File: src/rtl/core/lcp_pkg.sv
// ----------------------------------------------------------------------------
// Line command parser package
// Shared item types, event codes, character codes and command text constants.
// ----------------------------------------------------------------------------
package lcp_pkg;

  // Line buffer geometry.
  localparam int unsigned MAX_LINE = 64;
  localparam int unsigned ADDR_W   = $clog2(MAX_LINE);
  localparam int unsigned CNT_W    = $clog2(MAX_LINE + 1);

  // Input operation codes.
  localparam logic OP_BYTE = 1'b0;
  localparam logic OP_POLL = 1'b1;

  // Event codes.
  localparam logic [3:0] EV_NONE      = 4'd0;
  localparam logic [3:0] EV_HELP      = 4'd1;
  localparam logic [3:0] EV_STATUS    = 4'd2;
  localparam logic [3:0] EV_LED       = 4'd3;
  localparam logic [3:0] EV_RATE      = 4'd4;
  localparam logic [3:0] EV_MALFORMED = 4'd5;
  localparam logic [3:0] EV_UNKNOWN   = 4'd6;
  localparam logic [3:0] EV_TOO_LONG  = 4'd7;
  localparam logic [3:0] EV_TIMEOUT   = 4'd8;

  // LED action codes.
  localparam logic [1:0] LED_NONE   = 2'd0;
  localparam logic [1:0] LED_ON     = 2'd1;
  localparam logic [1:0] LED_OFF    = 2'd2;
  localparam logic [1:0] LED_TOGGLE = 2'd3;

  // Character codes.
  localparam logic [7:0] CHAR_NUL = 8'h00;
  localparam logic [7:0] CHAR_LF  = 8'h0A;
  localparam logic [7:0] CHAR_CR  = 8'h0D;
  localparam logic [7:0] CHAR_0   = 8'h30;
  localparam logic [7:0] CHAR_9   = 8'h39;

  // Rate limits.
  localparam logic [16:0] RATE_MAX   = 17'd10000;
  localparam int unsigned RATE_FIRST = 5;

  // Command texts, left aligned in a ten-character field.
  localparam int unsigned NPAT    = 9;
  localparam int unsigned PAT_MAX = 10;

  localparam int unsigned P_HELP    = 0;
  localparam int unsigned P_STATUS  = 1;
  localparam int unsigned P_LED_ON  = 2;
  localparam int unsigned P_LED_OFF = 3;
  localparam int unsigned P_LED_TOG = 4;
  localparam int unsigned P_LED     = 5;
  localparam int unsigned P_LED_SP  = 6;
  localparam int unsigned P_RATE    = 7;
  localparam int unsigned P_RATE_SP = 8;

  localparam logic [8*PAT_MAX-1:0] PAT_TEXT [NPAT] = '{
    {"help", 48'h0},
    {"status", 32'h0},
    {"led on", 32'h0},
    {"led off", 24'h0},
    "led toggle",
    {"led", 56'h0},
    {"led ", 48'h0},
    {"rate", 48'h0},
    {"rate ", 40'h0}
  };

  localparam int unsigned PAT_LEN [NPAT] = '{4, 6, 6, 7, 10, 3, 4, 4, 5};

  // One input item.
  typedef struct packed {
    logic       op;
    logic [7:0] data_byte;
    logic [31:0] rx_tick;
  } lcp_in_t;

  // One result item.
  typedef struct packed {
    logic [3:0]  event_res;
    logic [1:0]  led_cmd;
    logic [13:0] rate_value;
  } lcp_out_t;

endpackage

File: src/rtl/core/line_command_parser.sv
// ----------------------------------------------------------------------------
// Line command parser
// Buffers received bytes into a line and decodes each finished line that is neither
// empty nor too long into one command event; timeout polls drop a line that has gone silent.
// ----------------------------------------------------------------------------
// A byte or poll item is handled in EXEC, then waits in OUT for the output
// register; a line feed that decodes a stored line first walks the line buffer
// in RD and CMP, a read and a compare per byte, then sets the event in FIN.
// Items are taken one at a time; the next item is accepted once the current
// one has been handed to the output register.
// Reset (rst, synchronous, active high) clears the line state, the timeout
// register and the output valid; the line buffer itself is not cleared.
// ----------------------------------------------------------------------------
module line_command_parser (
  input  logic              clk,
  input  logic              rst,
  // Input item channel.
  input  logic              in_valid,
  output logic              in_ready,
  input  lcp_pkg::lcp_in_t  in_item,
  // Result item channel.
  output logic              out_valid,
  input  logic              out_ready,
  output lcp_pkg::lcp_out_t out_item,
  // Timeout register write port.
  input  logic              cfg_we,
  input  logic [31:0]       cfg_wdata
);

  // Sequencer states. IDLE takes an item, EXEC handles everything but the
  // line decode, RD and CMP alternate over the stored bytes, FIN turns the
  // match flags into an event, and OUT waits for the output register.
  localparam logic [2:0] ST_IDLE = 3'd0;
  localparam logic [2:0] ST_EXEC = 3'd1;
  localparam logic [2:0] ST_RD   = 3'd2;
  localparam logic [2:0] ST_CMP  = 3'd3;
  localparam logic [2:0] ST_FIN  = 3'd4;
  localparam logic [2:0] ST_OUT  = 3'd5;

  logic [2:0] state, state_next;

  // Configuration.
  logic [31:0] timeout_limit;

  // Line state.
  logic [lcp_pkg::CNT_W-1:0] line_count, line_count_next;
  logic [31:0]               last_tick, last_tick_next;
  logic                      active_flag, active_flag_next;
  logic                      discard_flag, discard_flag_next;

  // Current item and pending result.
  lcp_pkg::lcp_in_t  cur;
  lcp_pkg::lcp_out_t res, res_next;

  // Decode walk state: position, one match flag per command text, and the
  // running rate value with its validity.
  logic [lcp_pkg::CNT_W-1:0] idx, idx_next;
  logic [lcp_pkg::NPAT-1:0]  match, match_next;
  logic [13:0]               rate_val, rate_val_next;
  logic                      rate_ok, rate_ok_next;

  // Line buffer ports.
  logic                       ram_we;
  logic [lcp_pkg::ADDR_W-1:0] ram_waddr;
  logic [7:0]                 ram_rdata;

  // Helpers.
  logic [31:0] elapsed;
  logic        poll_hit;
  logic [16:0] rate_acc;
  logic        is_digit;
  logic [lcp_pkg::NPAT-1:0] exact_hit;
  logic [lcp_pkg::NPAT-1:0] prefix_hit;

  assign in_ready = (state == ST_IDLE);
  assign ram_waddr = line_count[lcp_pkg::ADDR_W-1:0];

  // The single wide subtract and compare used by timeout polls.
  assign elapsed  = cur.rx_tick - last_tick;
  assign poll_hit = active_flag && (timeout_limit != 32'd0) && (elapsed >= timeout_limit);

  // Decimal accumulate: value times ten (shift and add) plus the new digit.
  assign is_digit = (ram_rdata >= lcp_pkg::CHAR_0) && (ram_rdata <= lcp_pkg::CHAR_9);
  assign rate_acc = ({3'b000, rate_val} << 3) + ({3'b000, rate_val} << 1)
                  + {9'd0, ram_rdata - lcp_pkg::CHAR_0};

  // The decoded length is the walk position when the walk ends.
  always_comb begin
    for (int k = 0; k < lcp_pkg::NPAT; k++) begin
      exact_hit[k]  = match[k] && (idx == lcp_pkg::CNT_W'(lcp_pkg::PAT_LEN[k]));
      prefix_hit[k] = match[k] && (idx >= lcp_pkg::CNT_W'(lcp_pkg::PAT_LEN[k]));
    end
  end

  lcp_ram #(
    .WIDTH(8),
    .DEPTH(lcp_pkg::MAX_LINE)
  ) u_line_store (
    .clk  (clk),
    .we   (ram_we),
    .waddr(ram_waddr),
    .wdata(cur.data_byte),
    .raddr(idx[lcp_pkg::ADDR_W-1:0]),
    .rdata(ram_rdata)
  );

  always_comb begin
    state_next        = state;
    line_count_next   = line_count;
    last_tick_next    = last_tick;
    active_flag_next  = active_flag;
    discard_flag_next = discard_flag;
    res_next          = res;
    idx_next          = idx;
    match_next        = match;
    rate_val_next     = rate_val;
    rate_ok_next      = rate_ok;
    ram_we            = 1'b0;

    case (state)
      ST_IDLE: begin
        if (in_valid) begin
          state_next = ST_EXEC;
        end
      end

      ST_EXEC: begin
        res_next   = '{event_res: lcp_pkg::EV_NONE, led_cmd: lcp_pkg::LED_NONE,
                       rate_value: 14'd0};
        state_next = ST_OUT;
        if (cur.op == lcp_pkg::OP_POLL) begin
          if (poll_hit) begin
            line_count_next     = '0;
            active_flag_next    = 1'b0;
            discard_flag_next   = 1'b0;
            res_next.event_res  = lcp_pkg::EV_TIMEOUT;
          end
        end else if (cur.data_byte == lcp_pkg::CHAR_CR) begin
          // A carriage return is never stored; it only keeps a line alive.
          if (active_flag) begin
            last_tick_next = cur.rx_tick;
          end
        end else if (cur.data_byte == lcp_pkg::CHAR_LF) begin
          if (discard_flag) begin
            line_count_next   = '0;
            active_flag_next  = 1'b0;
            discard_flag_next = 1'b0;
          end else if (line_count == '0) begin
            active_flag_next = 1'b0;
          end else begin
            // Start the walk over the stored line.
            idx_next      = '0;
            match_next    = '1;
            rate_val_next = 14'd0;
            rate_ok_next  = 1'b1;
            state_next    = ST_RD;
          end
        end else if (discard_flag) begin
          last_tick_next = cur.rx_tick;
        end else if (line_count >= lcp_pkg::CNT_W'(lcp_pkg::MAX_LINE)) begin
          // The buffer is full: report once, then skip up to the line feed.
          discard_flag_next  = 1'b1;
          active_flag_next   = 1'b1;
          last_tick_next     = cur.rx_tick;
          res_next.event_res = lcp_pkg::EV_TOO_LONG;
        end else begin
          ram_we           = 1'b1;
          line_count_next  = line_count + 1'b1;
          active_flag_next = 1'b1;
          last_tick_next   = cur.rx_tick;
        end
      end

      ST_RD: begin
        // The walk ends at the stored length; the read is issued otherwise.
        if (idx == line_count) begin
          state_next = ST_FIN;
        end else begin
          state_next = ST_CMP;
        end
      end

      ST_CMP: begin
        if (ram_rdata == lcp_pkg::CHAR_NUL) begin
          // A zero byte cuts the text short.
          state_next = ST_FIN;
        end else begin
          // Each command text drops out at its first differing character.
          for (int k = 0; k < lcp_pkg::NPAT; k++) begin
            for (int j = 0; j < lcp_pkg::PAT_MAX; j++) begin
              if ((j < lcp_pkg::PAT_LEN[k]) && (idx == lcp_pkg::CNT_W'(j)) &&
                  (ram_rdata != lcp_pkg::PAT_TEXT[k][8*lcp_pkg::PAT_MAX-1-8*j -: 8])) begin
                match_next[k] = 1'b0;
              end
            end
          end
          // Digits of a rate command start after "rate ".
          if (idx >= lcp_pkg::CNT_W'(lcp_pkg::RATE_FIRST)) begin
            if (!is_digit) begin
              rate_ok_next = 1'b0;
            end else if (rate_ok) begin
              if (rate_acc > lcp_pkg::RATE_MAX) begin
                rate_ok_next = 1'b0;
              end else begin
                rate_val_next = rate_acc[13:0];
              end
            end
          end
          idx_next   = idx + 1'b1;
          state_next = ST_RD;
        end
      end

      ST_FIN: begin
        res_next = '{event_res: lcp_pkg::EV_UNKNOWN, led_cmd: lcp_pkg::LED_NONE,
                     rate_value: 14'd0};
        if (exact_hit[lcp_pkg::P_HELP]) begin
          res_next.event_res = lcp_pkg::EV_HELP;
        end else if (exact_hit[lcp_pkg::P_STATUS]) begin
          res_next.event_res = lcp_pkg::EV_STATUS;
        end else if (exact_hit[lcp_pkg::P_LED_ON]) begin
          res_next.event_res = lcp_pkg::EV_LED;
          res_next.led_cmd   = lcp_pkg::LED_ON;
        end else if (exact_hit[lcp_pkg::P_LED_OFF]) begin
          res_next.event_res = lcp_pkg::EV_LED;
          res_next.led_cmd   = lcp_pkg::LED_OFF;
        end else if (exact_hit[lcp_pkg::P_LED_TOG]) begin
          res_next.event_res = lcp_pkg::EV_LED;
          res_next.led_cmd   = lcp_pkg::LED_TOGGLE;
        end else if (prefix_hit[lcp_pkg::P_LED_SP] || exact_hit[lcp_pkg::P_LED]) begin
          res_next.event_res = lcp_pkg::EV_MALFORMED;
        end else if (prefix_hit[lcp_pkg::P_RATE_SP]) begin
          // At least one digit, every one a digit, and a value in range.
          if ((idx > lcp_pkg::CNT_W'(lcp_pkg::RATE_FIRST)) && rate_ok && (rate_val != 14'd0)) begin
            res_next.event_res  = lcp_pkg::EV_RATE;
            res_next.rate_value = rate_val;
          end else begin
            res_next.event_res = lcp_pkg::EV_MALFORMED;
          end
        end else if (exact_hit[lcp_pkg::P_RATE]) begin
          res_next.event_res = lcp_pkg::EV_MALFORMED;
        end
        line_count_next   = '0;
        active_flag_next  = 1'b0;
        discard_flag_next = 1'b0;
        state_next        = ST_OUT;
      end

      ST_OUT: begin
        if (!out_valid || out_ready) begin
          state_next = ST_IDLE;
        end
      end

      default: begin
        state_next = ST_IDLE;
      end
    endcase
  end

  // Control registers.
  always_ff @(posedge clk) begin
    if (rst) begin
      state         <= ST_IDLE;
      timeout_limit <= 32'd0;
      line_count    <= '0;
      last_tick     <= 32'd0;
      active_flag   <= 1'b0;
      discard_flag  <= 1'b0;
      out_valid     <= 1'b0;
    end else begin
      state        <= state_next;
      line_count   <= line_count_next;
      last_tick    <= last_tick_next;
      active_flag  <= active_flag_next;
      discard_flag <= discard_flag_next;
      if (cfg_we) begin
        timeout_limit <= cfg_wdata;
      end
      // The output register loads when the pending result moves out of OUT.
      if ((state == ST_OUT) && (!out_valid || out_ready)) begin
        out_valid <= 1'b1;
      end else if (out_ready) begin
        out_valid <= 1'b0;
      end
    end
  end

  // Payload registers.
  always_ff @(posedge clk) begin
    if (in_valid && in_ready) begin
      cur <= in_item;
    end
    res      <= res_next;
    idx      <= idx_next;
    match    <= match_next;
    rate_val <= rate_val_next;
    rate_ok  <= rate_ok_next;
    if ((state == ST_OUT) && (!out_valid || out_ready)) begin
      out_item <= res;
    end
  end

endmodule

File: src/rtl/core/lcp_ram.sv
// ----------------------------------------------------------------------------
// Generic single-port-write RAM
// One write port and one read port, read data registered.
// ----------------------------------------------------------------------------
module lcp_ram #(
  parameter int unsigned WIDTH = 8,
  parameter int unsigned DEPTH = 64
) (
  input  logic                     clk,
  input  logic                     we,
  input  logic [$clog2(DEPTH)-1:0] waddr,
  input  logic [WIDTH-1:0]         wdata,
  input  logic [$clog2(DEPTH)-1:0] raddr,
  output logic [WIDTH-1:0]         rdata
);

  logic [WIDTH-1:0] mem [DEPTH];

  always_ff @(posedge clk) begin
    if (we) begin
      mem[waddr] <= wdata;
    end
    rdata <= mem[raddr];
  end

endmodule
File: config.mk
export PLATFORM = sky130hd
export DESIGN_NAME = line_command_parser
export DESIGN_NICKNAME = d
export VERILOG_FILES = /design/src/rtl/core/lcp_pkg.sv /design/src/rtl/core/line_command_parser.sv /design/src/rtl/core/lcp_ram.sv
export SDC_FILE = /design/constraint.sdc
export NUM_CORES = 1
export LEC_CHECK = 0
export BUFFER_PORTS_ARGS = -buffer_cell sky130_fd_sc_hd__buf_2
export CORE_ASPECT_RATIO = 1.75
export CORE_UTILIZATION = 55
export CTS_BUF_LIST = sky130_fd_sc_hd__clkbuf_8
export DETAILED_ROUTE_END_ITERATION = 7
export HOLD_SLACK_MARGIN = 0.12
export PLACE_DENSITY = 0.68
export SYNTH_ARGS = -nofsm -noshare
export SYNTH_HDL_FRONTEND = slang
export SYNTH_SLANG_ARGS = --single-unit
File: constraint.sdc
create_clock -name clk -period 6 [get_ports clk]
set_input_delay 0.6 -clock clk [delete_from_list [all_inputs] [get_ports clk]]
set_output_delay 0.6 -clock clk [all_outputs]
set_load 0.01 [all_outputs]
==> qor.yml <==
status: "completed"
antenna_left: 0
slew_headroom_pct: 25.8
yosysSeqAreaShare_pct: 65.9
start_kind: "register"
synth-main-ff-cell: "edfxtp_1"
antenna_found_initial: 1
drcViolationCount: 0
postCtsSetupBuffers: 0
vias_per_cell: 6.04
path_max_fanout: 7
cts_root_buf: "clkbuf_8"
synth-compound-area-share_pct: 6.26
crit_type: "reg -> reg"
synth_simple_gate_area_share_pct: 7.48
cp.required_ns: 6.60
io_buffer_count: 99
fp.coreArea_mm2: 0.0555
drv_cap: 0
grt_pass1_vias: 18662
mostFrequentLayoutCells: "edfxtp_1, nor2_1, mux4_2"
regArea_mm2: 0.0204
cts_num_sinks: 709
n_fill_cell: 4089
synth.distinct_cells: 75
drive_gt1_share_pct: 18.9
synth-edff-count: 624
dieArea_mm2: 0.0574
finClkSkew_ns: 0.0316
final_util_pct: 62.2
hold_viol: 0
p_per_area_mw_per_mm2: 283
finalMaxSlewViolations: 0
gp_congestion: 0.902
nets: 2373
grt_usage_pct: 25.2
setup_viol: 0
wl_mm: 70.2
dieHeight_um: 316
cts_tree: "yes"
holdWs_ns: 0.163
die_w_um: 181
grt_start_max_net_pins: 114
rsz0062_at_grt: "false"
grt_first_pass_wirelength_mm: 108
crit_arrival_ns: 6.00
synth_async_sr_flop_share_pct: 0
synthAdderAreaFrac_pct: 4.29
netlist_instances: 2021
start_util_pct: 55.9
syn_nets: 2201
crit_path_end_kind: "register"
synth_top_family_by_area: "multiplexers"
place_inst: 2749
firstDrtPassIters: 5
mostFrequentLayoutCell: "edfxtp_1"
drt_iter0_drc: 1281
setup_tns_ns: 0
avgSynthCellArea_um2: 15.3
cts.path.max_buffers: 3
synth_mux_area_share_pct: 12.6
insertion_delay_ns: 0.69
grt_remaining_overflow: 0
fin_total_pwr_mw: 9.76
synth_area_mm2: 0.0310
ios: 100
cts_buffers: 96
period_minus_slack_ns: 5.40
yosysWarnings: 0
dp_hpwl_mm: 46.1
finalCritPeriodShare_pct: 89.9
tightest_slew_ns: 1.11
clk_pin_slew_ns: 0.07
synth_seq_cells: 709
max_freq_mhz: 185
fin_cells: 2966
hp-class: "in -> reg"
wl_per_cell_um: 23.7
vdd_drop_max_mv: 0.173
num_vias: 17918
multiInputGateArea_mm2: 0.00989
cts.htree.levels: 3
area_growth_pct: 11.2
yosys.area_share.xor_xnor_pct: 1.21
num_rows: 114
leakagePower_nw: 12.0
==> metal layers <==
metal	wire [um]	vias up	track usage [%]
li1	-	8189	-
met1	24800	9029	26.8
met2	39300	541	48.3
met3	3000	159	3.54
met4	3170	0	12.3
met5	0	-	0
==> metrics by stage <==
stage,setup WS (ns),cell area (um^2)
floorplan,1.58,31000
global placement,0.841,32200
detailed placement,0.667,32200
CTS,0.643,34500
global route,0.292,34500
finish,0.604,34500
==> critical path: stages, from the launching register on <==
cell and delay, ns:
edfxtp_1 0.38, inv_1 0.07, ha_1 0.16, inv_1 0.06
fa_1 0.43, a211oi_1 0.34, o211ai_1 0.20, nand3_1 0.14
nand2_1 0.10, a22o_1 0.28, a41oi_1 0.35, o21bai_1 0.11
a21oi_1 0.18, xnor2_1 0.09, ha_1 0.18, a21o_1 0.17
a21o_1 0.16, a21oi_1 0.25, nand2_1 0.09, a211oi_1 0.36
o22ai_1 0.27, o311ai_4 0.46, mux2_2 0.38, nor2_1 0.09
==> synth_stat cells, types with 5 or more instances <==
library cell	instances	area share [%]
a211oi_1	11	0.27
a21o_1	30	0.73
a21oi_1	109	1.8
a31oi_1	6	0.12
and2_1	23	0.46
and3_1	17	0.34
buf_1	16	0.19
buf_2	17	0.27
clkbuf_1	57	0.69
dfxtp_1	85	5.5
edfxtp_1	624	60
fa_1	7	0.45
ha_1	95	3.8
inv_1	86	1.0
mux2_2	10	0.36
mux2i_1	56	1.8
mux4_2	144	10
nand2_1	107	1.3
nand2b_1	14	0.28
nand3_1	25	0.40
nand3b_1	5	0.12
nand4_1	19	0.38
nor2_1	179	2.2
nor2b_1	15	0.30
nor3_1	20	0.32
nor4_1	21	0.42
o211ai_1	7	0.17
o21a_1	16	0.39
o21ai_0	46	0.74
o221ai_1	9	0.25
o22ai_1	11	0.22
o31ai_1	5	0.12
or2_2	10	0.20
or3_1	6	0.12
xnor2_1	28	0.79
xor2_1	15	0.42
==> repair_timing <==
action,in CTS,in global routing
gates resized for setup,0,0
setup endpoints to repair,0,0
hold buffers,42,0
hold endpoints to repair,42,0
==> path summary, 6_finish.rpt <==
path	from	to	slack, ns	cells after the start
setup / recovery	cur[0]	line_count[1]	0.60	23
hold / removal	cfg_wdata[20]	timeout_limit[20]	0.16	3
setup reg to reg	cur[0]	line_count[1]	0.60	23
hold reg to reg	res[1]	out_item[1]	0.42	0
==> kinds of logic (layout without fill, tap and decap cells) <==
kind of cell             count (synthesis)  after routing
XOR/XNOR                                43             43
adder cells (fa/ha/maj)                102            102
AO/OA/AOI/OAI                          299            299
buffers and inverters                  177            425
flip-flops                             709            709
multiplexers                           210            210
other                                    0              1
AND/OR/NAND/NOR                        481            481
==> state kept, by name, summed over array words and instances (netlist names), 8 cells and up <==
name and cells:
timeout_limit 32, rate_val 14, u_line_store.rdata 8, out_item 20, res 20, match 9
u_line_store.mem 512, cur 41, last_tick 32
==> report_power, final <==
| group | internal [mW] | switching (mW) | total [mW] |
|---|---|---|---|
| Sequential | 5.46 | 0.0458 | 5.50 |
| Clock | 1.79 | 1.78 | 3.57 |
| Combinational | 0.262 | 0.415 | 0.677 |
==> final cells by class <==
cell class / instances / area share, %
sequential: 709 / 59.3
antenna: 1 / 0.00725
multi-input combinational: 1135 / 28.7
timing repair buffer: 164 / 3.23
clock buffer: 98 / 3.91
tap: 696 / 2.52
inverter: 87 / 0.947
clock inverter: 76 / 1.46
Note: power is estimated with default switching activity, not from simulation.
